### config.mk
export PLATFORM = sky130hd
export DESIGN_NAME = well512_bounded_random_top
export DESIGN_NICKNAME = d
export VERILOG_FILES = /design/src/rtl/w512_pkg.sv /design/src/rtl/w512_gen.sv /design/src/rtl/w512_div.sv /design/src/rtl/well512_bounded_random_top.sv
export SDC_FILE = /design/constraint.sdc
export NUM_CORES = 1
export LEC_CHECK = 0
export BUFFER_PORTS_ARGS = -buffer_cell sky130_fd_sc_hd__buf_2
export CORE_UTILIZATION = 40
export CTS_CLUSTER_DIAMETER = 100
export DETAILED_ROUTE_END_ITERATION = 10
export SYNTH_ARGS = -nofsm -noshare
export SYNTH_HDL_FRONTEND = slang
export SYNTH_SLANG_ARGS = --single-unit
export TNS_END_PERCENT = 1
### constraint.sdc
create_clock -name aclk -period 17.4 [get_ports aclk]
set_input_delay 1.74 -clock aclk [delete_from_list [all_inputs] [get_ports aclk]]
set_output_delay 1.74 -clock aclk [all_outputs]
set_load 0.02 [all_outputs]
### src/rtl/w512_pkg.sv
// Shared types and constants for the WELL512 bounded random generator.
// No dependencies; imported by every module of the block.
package w512_pkg;

    localparam int WORD_W      = 32;
    localparam int SEED_W      = 64;
    localparam int NUM_WORDS   = 16;
    localparam int DIV_CNT_W   = $clog2(WORD_W);
    localparam int WARMUP_STEPS_DEF = 128;

    localparam logic [SEED_W-1:0] SEED_MASK   = 64'h0102030405060708;
    localparam logic [WORD_W-1:0] TEMPER_MASK = 32'hDA442D24;
    localparam logic [WORD_W-1:0] FULL_WORD   = 32'hFFFFFFFF;

    // generator control
    typedef struct packed {
        logic load;
        logic step;
    } gen_ctl_t;

    // divider control; clear aborts a division in flight
    typedef struct packed {
        logic start;
        logic clear;
    } div_ctl_t;

endpackage

### src/rtl/w512_gen.sv
// WELL512 state held as a rotating line of 16 words, one generator step per cycle while step is set.
// Depends on w512_pkg.
module w512_gen (
    input  logic                       clk,
    input  w512_pkg::gen_ctl_t         ctl,
    input  logic [w512_pkg::SEED_W-1:0] seed,
    output logic [w512_pkg::WORD_W-1:0] word
);
    import w512_pkg::*;

    // words_reg[k] holds generator word (ring position + k) mod 16
    logic [WORD_W-1:0] words_reg [NUM_WORDS];
    logic [WORD_W-1:0] words_next [NUM_WORDS];
    logic [SEED_W-1:0] mixed;
    logic [WORD_W-1:0] x, y, z0, z, t, nw, tw, w;

    assign mixed = seed ^ SEED_MASK;

    always_comb begin
        x  = words_reg[0];
        y  = words_reg[13];
        z0 = words_reg[9];
        w  = words_reg[15];
        t  = x ^ y ^ (x << 16) ^ (y << 15);
        z  = z0 ^ (z0 >> 11);
        nw = t ^ z;
        tw = nw ^ ((nw << 5) & TEMPER_MASK);
        word = w ^ t ^ tw ^ (w << 2) ^ (t << 18) ^ (z << 28);
    end

    // on a step, ring position moves back by one: line rotates by one place
    always_comb begin
        for (int k = 0; k < NUM_WORDS; k++) begin
            if (ctl.load) begin
                words_next[k] = (k % 2 == 0) ? mixed[WORD_W-1:0] : mixed[SEED_W-1:WORD_W];
            end else if (ctl.step) begin
                if (k == 0) begin
                    words_next[k] = word;
                end else if (k == 1) begin
                    words_next[k] = nw;
                end else begin
                    words_next[k] = words_reg[k-1];
                end
            end else begin
                words_next[k] = words_reg[k];
            end
        end
    end

    always_ff @(posedge clk) begin
        for (int k = 0; k < NUM_WORDS; k++) begin
            words_reg[k] <= words_next[k];
        end
    end

endmodule

### src/rtl/w512_div.sv
// Radix-2 restoring divider giving the remainder, one quotient bit per cycle.
// Depends on w512_pkg.
module w512_div (
    input  logic                        clk,
    input  logic                        rst_n,
    input  w512_pkg::div_ctl_t          ctl,
    input  logic [w512_pkg::WORD_W-1:0] dividend,
    input  logic [w512_pkg::WORD_W-1:0] divisor,
    output logic                        done,
    output logic [w512_pkg::WORD_W-1:0] rem
);
    import w512_pkg::*;

    logic                 busy_reg;
    logic                 done_reg;
    logic [DIV_CNT_W-1:0] cnt_reg;
    logic [WORD_W-1:0]    rem_reg;
    logic [WORD_W-1:0]    rem_next;
    logic [WORD_W-1:0]    dvd_reg;
    logic [WORD_W-1:0]    dsr_reg;
    logic [WORD_W:0]      trial;
    logic [WORD_W:0]      diff;

    always_comb begin
        trial    = {rem_reg, dvd_reg[WORD_W-1]};
        diff     = trial - {1'b0, dsr_reg};
        rem_next = (trial >= {1'b0, dsr_reg}) ? diff[WORD_W-1:0] : trial[WORD_W-1:0];
    end

    always_ff @(posedge clk) begin
        if (!rst_n || ctl.clear) begin
            busy_reg <= 1'b0;
            done_reg <= 1'b0;
            cnt_reg  <= '0;
        end else begin
            done_reg <= 1'b0;
            if (ctl.start) begin
                busy_reg <= 1'b1;
                cnt_reg  <= '0;
            end else if (busy_reg) begin
                cnt_reg <= cnt_reg + DIV_CNT_W'(1);
                if (cnt_reg == DIV_CNT_W'(WORD_W - 1)) begin
                    busy_reg <= 1'b0;
                    done_reg <= 1'b1;
                end
            end
        end
    end

    always_ff @(posedge clk) begin
        if (ctl.start) begin
            rem_reg <= '0;
            dvd_reg <= dividend;
            dsr_reg <= divisor;
        end else if (busy_reg) begin
            rem_reg <= rem_next;
            dvd_reg <= {dvd_reg[WORD_W-2:0], 1'b0};
        end
    end

    assign done = done_reg;
    assign rem  = rem_reg;

endmodule

### src/rtl/well512_bounded_random_top.sv
// Flow to m_valid: a raw word takes one generator draw, bound zero returns the fallback, and a
// bounded draw runs two remainder passes in the shared divider, with a redraw per rejected word.
// Throughput: one item at a time, s_ready only while idle.
// Reset and each seed write load the state, then run WARMUP_STEPS generator steps
// (one per cycle) before s_ready rises. Reset acts as a write of seed zero.
// Depends on w512_pkg, w512_gen, w512_div.
module well512_bounded_random_top #(
    parameter int WARMUP_STEPS = w512_pkg::WARMUP_STEPS_DEF
) (
    input  logic                        aclk,
    input  logic                        aresetn,
    input  logic                        seed_wr_en,
    input  logic [w512_pkg::SEED_W-1:0] seed_wr_data,
    input  logic                        s_valid,
    output logic                        s_ready,
    input  logic                        s_req_type,
    input  logic [w512_pkg::WORD_W-1:0] s_bound,
    input  logic [w512_pkg::WORD_W-1:0] s_fallback,
    input  logic [w512_pkg::WORD_W-1:0] s_base,
    output logic                        m_valid,
    input  logic                        m_ready,
    output logic [w512_pkg::WORD_W-1:0] m_value
);
    import w512_pkg::*;

    localparam int WarmCntW = (WARMUP_STEPS > 1) ? $clog2(WARMUP_STEPS) : 1;
    localparam int WarmLast = (WARMUP_STEPS > 0) ? WARMUP_STEPS - 1 : 0;

    typedef enum logic [6:0] {
        ST_LOAD = 7'b0000001,
        ST_WARM = 7'b0000010,
        ST_IDLE = 7'b0000100,
        ST_DIV1 = 7'b0001000,
        ST_DRAW = 7'b0010000,
        ST_DIV2 = 7'b0100000,
        ST_FIN  = 7'b1000000
    } state_t;

    state_t              state_reg, state_next;
    logic [WarmCntW-1:0] warm_cnt_reg, warm_cnt_next;
    logic [SEED_W-1:0]   seed_reg;
    logic                raw_reg;
    logic [WORD_W-1:0]   bound_reg;
    logic [WORD_W-1:0]   base_reg;
    logic [WORD_W-1:0]   limit_reg;
    logic [WORD_W-1:0]   result_reg;
    logic                m_valid_reg;
    logic [WORD_W-1:0]   m_value_reg;

    gen_ctl_t            gen_ctl;
    div_ctl_t            div_ctl;
    logic [WORD_W-1:0]   gen_word;
    logic [WORD_W-1:0]   div_dividend, div_divisor, div_rem;
    logic                div_done;
    logic                accept, out_free, word_ok;

    assign accept   = s_valid && s_ready;
    assign out_free = !m_valid_reg || m_ready;
    assign word_ok  = gen_word <= limit_reg;

    always_comb begin
        state_next    = state_reg;
        warm_cnt_next = warm_cnt_reg;
        gen_ctl       = '0;
        div_ctl       = '0;
        div_dividend  = gen_word;
        div_divisor   = bound_reg;
        s_ready       = 1'b0;
        unique case (state_reg)
            ST_LOAD: begin
                gen_ctl.load  = 1'b1;
                warm_cnt_next = '0;
                state_next    = (WARMUP_STEPS == 0) ? ST_IDLE : ST_WARM;
            end
            ST_WARM: begin
                gen_ctl.step  = 1'b1;
                warm_cnt_next = warm_cnt_reg + WarmCntW'(1);
                if (warm_cnt_reg == WarmCntW'(WarmLast)) begin
                    state_next = ST_IDLE;
                end
            end
            ST_IDLE: begin
                s_ready      = 1'b1;
                div_dividend = FULL_WORD;
                div_divisor  = s_bound;
                if (accept) begin
                    if (!s_req_type) begin
                        state_next = ST_DRAW;
                    end else if (s_bound == '0) begin
                        state_next = ST_FIN;
                    end else begin
                        div_ctl.start = 1'b1;
                        state_next    = ST_DIV1;
                    end
                end
            end
            ST_DIV1: begin
                if (div_done) begin
                    state_next = ST_DRAW;
                end
            end
            ST_DRAW: begin
                gen_ctl.step = 1'b1;
                if (raw_reg) begin
                    state_next = ST_FIN;
                end else if (word_ok) begin
                    div_ctl.start = 1'b1;
                    state_next    = ST_DIV2;
                end
            end
            ST_DIV2: begin
                if (div_done) begin
                    state_next = ST_FIN;
                end
            end
            ST_FIN: begin
                if (out_free) begin
                    state_next = ST_IDLE;
                end
            end
            default: begin
                state_next = ST_LOAD;
            end
        endcase
        if (seed_wr_en) begin
            state_next = ST_LOAD;
        end
        div_ctl.clear = seed_wr_en || (state_reg == ST_LOAD);
    end

    always_ff @(posedge aclk) begin
        if (!aresetn) begin
            state_reg    <= ST_LOAD;
            warm_cnt_reg <= '0;
            seed_reg     <= '0;
            m_valid_reg  <= 1'b0;
        end else begin
            state_reg    <= state_next;
            warm_cnt_reg <= warm_cnt_next;
            if (seed_wr_en) begin
                seed_reg <= seed_wr_data;
            end
            if (state_reg == ST_FIN && out_free) begin
                m_valid_reg <= 1'b1;
            end else if (m_ready) begin
                m_valid_reg <= 1'b0;
            end
        end
    end

    always_ff @(posedge aclk) begin
        if (accept) begin
            raw_reg    <= !s_req_type;
            bound_reg  <= s_bound;
            base_reg   <= s_base;
            result_reg <= s_fallback;
        end
        // limit = bound * floor(0xFFFFFFFF / bound) = 0xFFFFFFFF - remainder
        if (state_reg == ST_DIV1 && div_done) begin
            limit_reg <= ~div_rem;
        end
        if (state_reg == ST_DRAW && raw_reg) begin
            result_reg <= gen_word;
        end
        if (state_reg == ST_DIV2 && div_done) begin
            result_reg <= base_reg + div_rem;
        end
        if (state_reg == ST_FIN && out_free) begin
            m_value_reg <= result_reg;
        end
    end

    assign m_valid = m_valid_reg;
    assign m_value = m_value_reg;

    w512_gen u_gen (
        .clk  (aclk),
        .ctl  (gen_ctl),
        .seed (seed_reg),
        .word (gen_word)
    );

    w512_div u_div (
        .clk      (aclk),
        .rst_n    (aresetn),
        .ctl      (div_ctl),
        .dividend (div_dividend),
        .divisor  (div_divisor),
        .done     (div_done),
        .rem      (div_rem)
    );

`ifndef SYNTH
    // divider completes only while the sequencer waits on it
    a_div_done_state: assert property (@(posedge aclk) disable iff (!aresetn)
        div_done |-> (state_reg == ST_DIV1 || state_reg == ST_DIV2))
        else $error("divider done outside a divide state");

    // one item at a time: no second transfer right after a transfer
    a_single_item: assert property (@(posedge aclk) disable iff (!aresetn)
        (s_valid && s_ready) |=> !s_ready)
        else $error("input ready right after a transfer");

    // finished result waits while the output register is occupied
    a_fin_hold: assert property (@(posedge aclk) disable iff (!aresetn)
        (state_reg == ST_FIN && m_valid_reg && !m_ready && !seed_wr_en)
        |=> state_reg == ST_FIN)
        else $error("result left the finish state while output was blocked");
`endif

endmodule
==> results.toml, run 1 <==
[placement]
numPortBuffers = 199
place_area_mm2 = 0.04140
place_congestion = 0.9129
place_hpwl_um = 69950

[setup_path]
cp-start-kind = "flip-flop"
crit_path_top_delay_cell = "edfxtp_1"
cp.required_ns = 17.81
reg2reg_depth = 13
crit_type = "reg2reg"
worst_ep_arrival_time_ns = 5.52
crit_start = "u_gen.words_reg[1][55]"
reg2reg_from = "u_gen.words_reg[1][55]"
cp_max_fo = 30
timing.critical_path.cells = "xnor2_1, xnor2_1, xnor2_1, xnor2_1, ha_1, nand4_1, nor4_1, a21boi_0, a2bb2oi_1, o21a_1, buf_4, nand2_1, buf_4"
reg2reg_slack_ns = 12.29
crit_path_frequent_cell = "xnor2_1"
timing.rr.end = "u_div.dvd_reg[17]"
end_kind = "flip-flop"
critPathMaxStageDelay_ns = 0.60

[cts]
clk_pin_slew_ns = 0.06
htreeDepth = 3
clk_latency_ns = 0.68
post_cts_resized = 0
numCtsBuffers = 93
clockBufferDepth = 3
cts_tree = "built"
holdBufCountCts = 0
cts_root_buf = "clkbuf_16"
clock-sinks = 855
post_cts_buffers = 0

[pwr]
power_density_mw_per_mm2 = 137.6
p_leak_nw = 19.35
peakVddDrop_v = 0.00008366

[global_routing]
grt_use_met1_pct = 29.65
grt_pass1_wl_um = 149000
grt.overflow.total = 0
busiest_layer = "met2"
grt_pass1_vias = 23790
antenna_found_initial = 2
grt_max_degree = 195
grtUsageMet3_pct = 2.971
grtUsageTotal_pct = 19.98
use_met2_pct = 30.05

[final_layout]
fin_util_pct = 46.09
finalInstanceArea_mm2 = 0.04457
final_nets = 3740
fillers = 8890
largest_register_ffs = 512
area_growth_syn_to_layout_pct = 14.21
final_layout_size_suffix_gt1_share_pct = 11.77

[sta]
fin_tns_setup_ns = 0
grt_setup_unrepaired = "no"
worst_slew_margin_rel_pct = 25.50
worst_slew_pin_slew_ns = 1.117
post-route-period-util_pct = 29.37
finalMaxSlewViolations = 0
hold_viol_final = 0
whs_ns = 0.4174
clock.fmax_mhz = 195.6
min_period_ns = 5.111
fin_worst_skew_ns = 0.02859
setup_viol = 0

[floorplanning]
initial_core_util_pct = 40.36
dieArea_mm2 = 0.09883
ioPinCount = 200
die_h_um = 314.4
core_area_mm2 = 0.09671
die_x_um = 314.4
rows = 114

[routing]
drt_iter0_drc = 2456
first_pass_iters = 7
wirelength_um = 100100
drcViolationCount = 0
viasPerCell = 5.197
postRouteAntennaNets = 0
vias = 25090
wire_per_inst_um = 20.75

[logic_synthesis]
syn_area_mm2 = 0.03903
synth_fp_nets = 3570
syn_inst = 3304
yosys_warnings = 0
synth_seq_cells = 855
ys_seq_area_share_pct = 62.76
synth_edf_count = 737
synth_area_per_cell_um2 = 11.81
synth_ff_type = "edfxtp_1"
synth-async-reset-ratio_pct = 0
synth_cell_type_count = 65

[run]
cap_violations = 0

[hold_path]
min_path_cells = 0
worstHoldPathType = "reg2reg"
min_from = "result_reg[18]"
worst_hold_path.endpoint = "m_value[18]"

[status]
outcome = "complete, no violations"
-- cell type report --
| cell class | count | area [µm²] | area share [%] |
|---|---|---|---|
| multi-input cells | 2149 | 13430 | 30.14 |
| flip-flops and latches | 855 | 24490 | 54.95 |
| inverters | 134 | 503.0 | 1.128 |
| diodes | 1 | 2.502 | 0.005614 |
| repair buffers | 241 | 1376 | 3.088 |
| clock buffers | 124 | 2534 | 5.684 |
| well taps | 1276 | 1597 | 3.582 |
| clock inverters | 47 | 634.4 | 1.423 |
-- cells in the final DEF, fill, tap and decap left out, drive strengths merged, types with 98 or more instances in the layout --
master	instances
edfxtp	737
nand2	566
a21o	316
buf	241
nor2	222
xnor2	192
inv	141
o21ai	127
clkbuf	124
dfxtp	118
a21oi	115
ha	98
-- critical path: cells and delay by family, from the launching register on --
family / cells / cell delay [ns]
DFF: 1 / 0.60
buffers and inverters: 2 / 0.73
AOI/OAI and AO/OA: 3 / 0.90
and+or+nand+nor: 3 / 1.18
adders and majority gates: 1 / 0.35
xor gates and xnor gates: 4 / 1.06
-- metrics by stage --
step                      worst slack [ns]  cells  power, mW
after floorplan                      4.191   3304      3.628
after global placement               12.39   4655      4.089
after detailed placement             12.37   4655      4.107
after CTS                            12.34   4826      6.177
after global routing                 11.96   4826      6.379
final                                12.29   4827      6.132
-- worst max path at each step --
stage,end,slack [ns],cells past startpoint
after CTS,u_div.dvd_reg[15],12.34,13
after global routing,u_gen.words_reg[1][169],11.96,9
after floorplan,u_gen.words_reg[0][0],4.19,7
after detailed placement,u_div.dvd_reg[17],12.37,9
final,u_div.dvd_reg[17],12.29,13
after global placement,u_div.dvd_reg[0],12.39,9
-- logic make-up (layout without fill, tap and decap cells) --
logic type                 after synthesis  after routing  share of synthesized area (%)
AOI/OAI and AO/OA                      671            671                          11.55
buffers and inverters                  300            546                          2.911
and+or+nand+nor                       1025           1025                          11.31
DFF                                    855            855                          62.76
muxes                                   85             85                          2.215
adders and majority gates              100            100                          3.244
xor gates and xnor gates               268            268                          6.014
other                                    0              1                              0
-- per-layer routing --
layer	part of all wire, %	vias to the layer above
met2	44	700
li1	-	11980
met4	2.9	2
met1	48	12250
met5	0.013	-
met3	5.5	150
-- where the power goes --
part | leakage, nW | switching (mW) | total, mW | internal (mW)
Sequential | 8.36 | 0.144 | 2.70 | 2.56
Combinational | 9.45 | 0.855 | 1.38 | 0.523
Clock | 1.53 | 0.832 | 2.05 | 1.22
-- Yosys cell counts, types with 13 or more instances --
library cell	n	area (µm²)
mux2i_1	74	740.7
ha_1	98	1226
nand2_1	566	2125
nor4_1	13	81.33
dfxtp_1	118	2362
xnor2_1	192	1682
a21oi_1	115	575.6
clkbuf_1	154	578.1
and2_1	36	225.2
nor2b_1	79	494.2
a21o_1	316	2372
o21ai_0	125	625.6
nand4_1	20	125.1
nand3_1	13	65.06
edfxtp_1	737	22130
a31oi_1	13	81.33
inv_1	132	495.5
nor3_1	33	165.2
nor2_1	222	833.3
a211oi_1	35	262.8
xor2_1	76	665.6
Power figures use the tool's default switching activity.
==> inputs of run 2 (changes only) <==
Clock period 17.4 ns to 4.2 ns, I/O delays scaled along.
==> run 2 against run 1 <==
  * Maximum frequency grew 28%
  * Count of clock-buffer cells in the layout shrank 6
  * Clock power grew to 4.2 times the previous value
  * Critical path type unchanged
  * Critical endpoint is now u_div.rem[2]
  * Largest power group unchanged
==> results.toml, run 2 (same netlist as run 1, synthesis figures left out) <==
[status]
outcome = "complete, no violations"

[pwr]
power_density_mw_per_mm2 = 574.7
p_leak_nw = 20.09
peakVddDrop_v = 0.0003960

[cts]
cts_tree = "built"
clock-sinks = 855
clk_pin_slew_ns = 0.06
post_cts_buffers = 0
numCtsBuffers = 94
htreeDepth = 3
cts_root_buf = "clkbuf_16"
clk_latency_ns = 0.66
clockBufferDepth = 3

[sta]
clock.fmax_mhz = 250.4
post-route-period-util_pct = 95.08
fin_tns_setup_ns = 0
hold_viol_final = 0
min_period_ns = 3.993
setup_viol = 0
layout_setup_ws_ns = 0.2067
fin_worst_skew_ns = 0.03484
whs_ns = 0.03689
worst_slew_margin_rel_pct = 37.62
finalMaxSlewViolations = 0
worst_slew_pin_slew_ns = 0.9322

[routing]
viasPerCell = 5.180
drcViolationCount = 0
wirelength_um = 103800
first_pass_iters = 5
drt_iter0_drc = 2351
postRouteAntennaNets = 0
wire_per_inst_um = 20.85
vias = 25790

[floorplanning]
ioPinCount = 200
dieArea_mm2 = 0.09883
die_x_um = 314.4
initial_core_util_pct = 40.36
die_h_um = 314.4
core_area_mm2 = 0.09671
rows = 114

[global_routing]
grt_max_degree = 102
grt.overflow.total = 0
grt_pass1_wl_um = 153900
grtUsageTotal_pct = 20.71
antenna_found_initial = 3
grt_pass1_vias = 24390

[setup_path]
cp.required_ns = 4.77
crit_type = "reg2reg"
cp_max_fo = 27
end_kind = "flip-flop"
worst_ep_arrival_time_ns = 4.56
cp-start-kind = "flip-flop"
reg2reg_depth = 15

[placement]
numPortBuffers = 199
place_hpwl_um = 73600
place_congestion = 0.9237
dpl_worst_slack_ns = -0.03355

[run]
cap_violations = 0

[final_layout]
fin_util_pct = 47.66
fillers = 8816
largest_register_ffs = 512
final_nets = 3887
final_layout_size_suffix_gt1_share_pct = 13.19
final_cell_mix = "edfxtp_1, nand2_1, a21o_1"
area_growth_syn_to_layout_pct = 18.10
layout_commonest_cell = "edfxtp_1"

[hold_path]
min_path_cells = 3
worstHoldPathType = "in2reg"
[run 2: changes by cell type in the layout (fill, tap and decap cells not counted), moves of 2 or more]
cell and delta:
clkinv_1 +9, xnor2_2 +5, buf_12 +12, clkbuf_8 -6
clkinv_2 +6, clkbuf_16 +4, buf_4 +51, dlygate4sd3_1 +83
clkbuf_1 -4, clkinv_8 -2, xnor2_1 -5
[run 2: layout make-up]
cell class	instances	area, µm²	share of cell area, %
inverters	134	503.0	1.091
repair buffers	387	2830	6.140
well taps	1276	1597	3.464
clock buffers	118	2536	5.502
multi-input cells	2149	13500	29.29
diodes	2	5.005	0.01086
flip-flops and latches	855	24490	53.14
clock inverters	57	629.4	1.365
[run 2: layer usage]
| layer | share of wire [%] | GRT usage [%] | vias up |
|---|---|---|---|
| met5 | 0 | 0 | - |
| met2 | 45 | 31.46 | 782 |
| met4 | 2.8 | 6.112 | 0 |
| met3 | 6.1 | 3.478 | 151 |
| met1 | 46 | 30.34 | 12560 |
| li1 | - | - | 12290 |
[run 2: timing repair]
item | CTS | global route
endpoints found under the setup margin | 54 | 139
resized for setup | 3 | 6
endpoints found under the hold margin | 83 | 0
hold buffers | 83 | 0
[run 2: final timing paths]
kind,start,endpoint,slack [ns]
min,seed_wr_data[16],seed_reg[16],0.04
min reg2reg,result_reg[24],m_value[24],0.42
max,u_gen.words_reg[1][165],u_div.rem[2],0.21
max reg2reg,u_gen.words_reg[1][165],u_div.rem[2],0.21
[run 2: worst max-delay path, cell delays in order (launching register included)]
cell and delay [ns]:
edfxtp_1 0.53, xor2_1 0.22, xnor2_1 0.26, xnor2_2 0.19
xnor2_1 0.32, inv_1 0.08, ha_1 0.30, nand4_1 0.15
nor4_2 0.36, a21boi_0 0.28, a2bb2oi_2 0.31, o21a_1 0.27
inv_2 0.10, buf_12 0.17, buf_12 0.17, a211oi_1 0.18
[run 2: power breakdown]
group	internal (mW)	switching, mW
clock network	5.08	3.43
registers	10.6	0.609
logic	2.68	4.12
total	18.3	8.16
[run 2: through the flow]
step           std cells  area [µm²]  power (mW)
3_5_place_dp        4718       42040       17.96
3_3_place_gp        4718       42040       17.89
4_1_cts             4976       46050       26.57
6_report            4978       46090       26.49
5_1_grt             4976       46090       27.49
2_1_floorplan       3304       39040       14.77
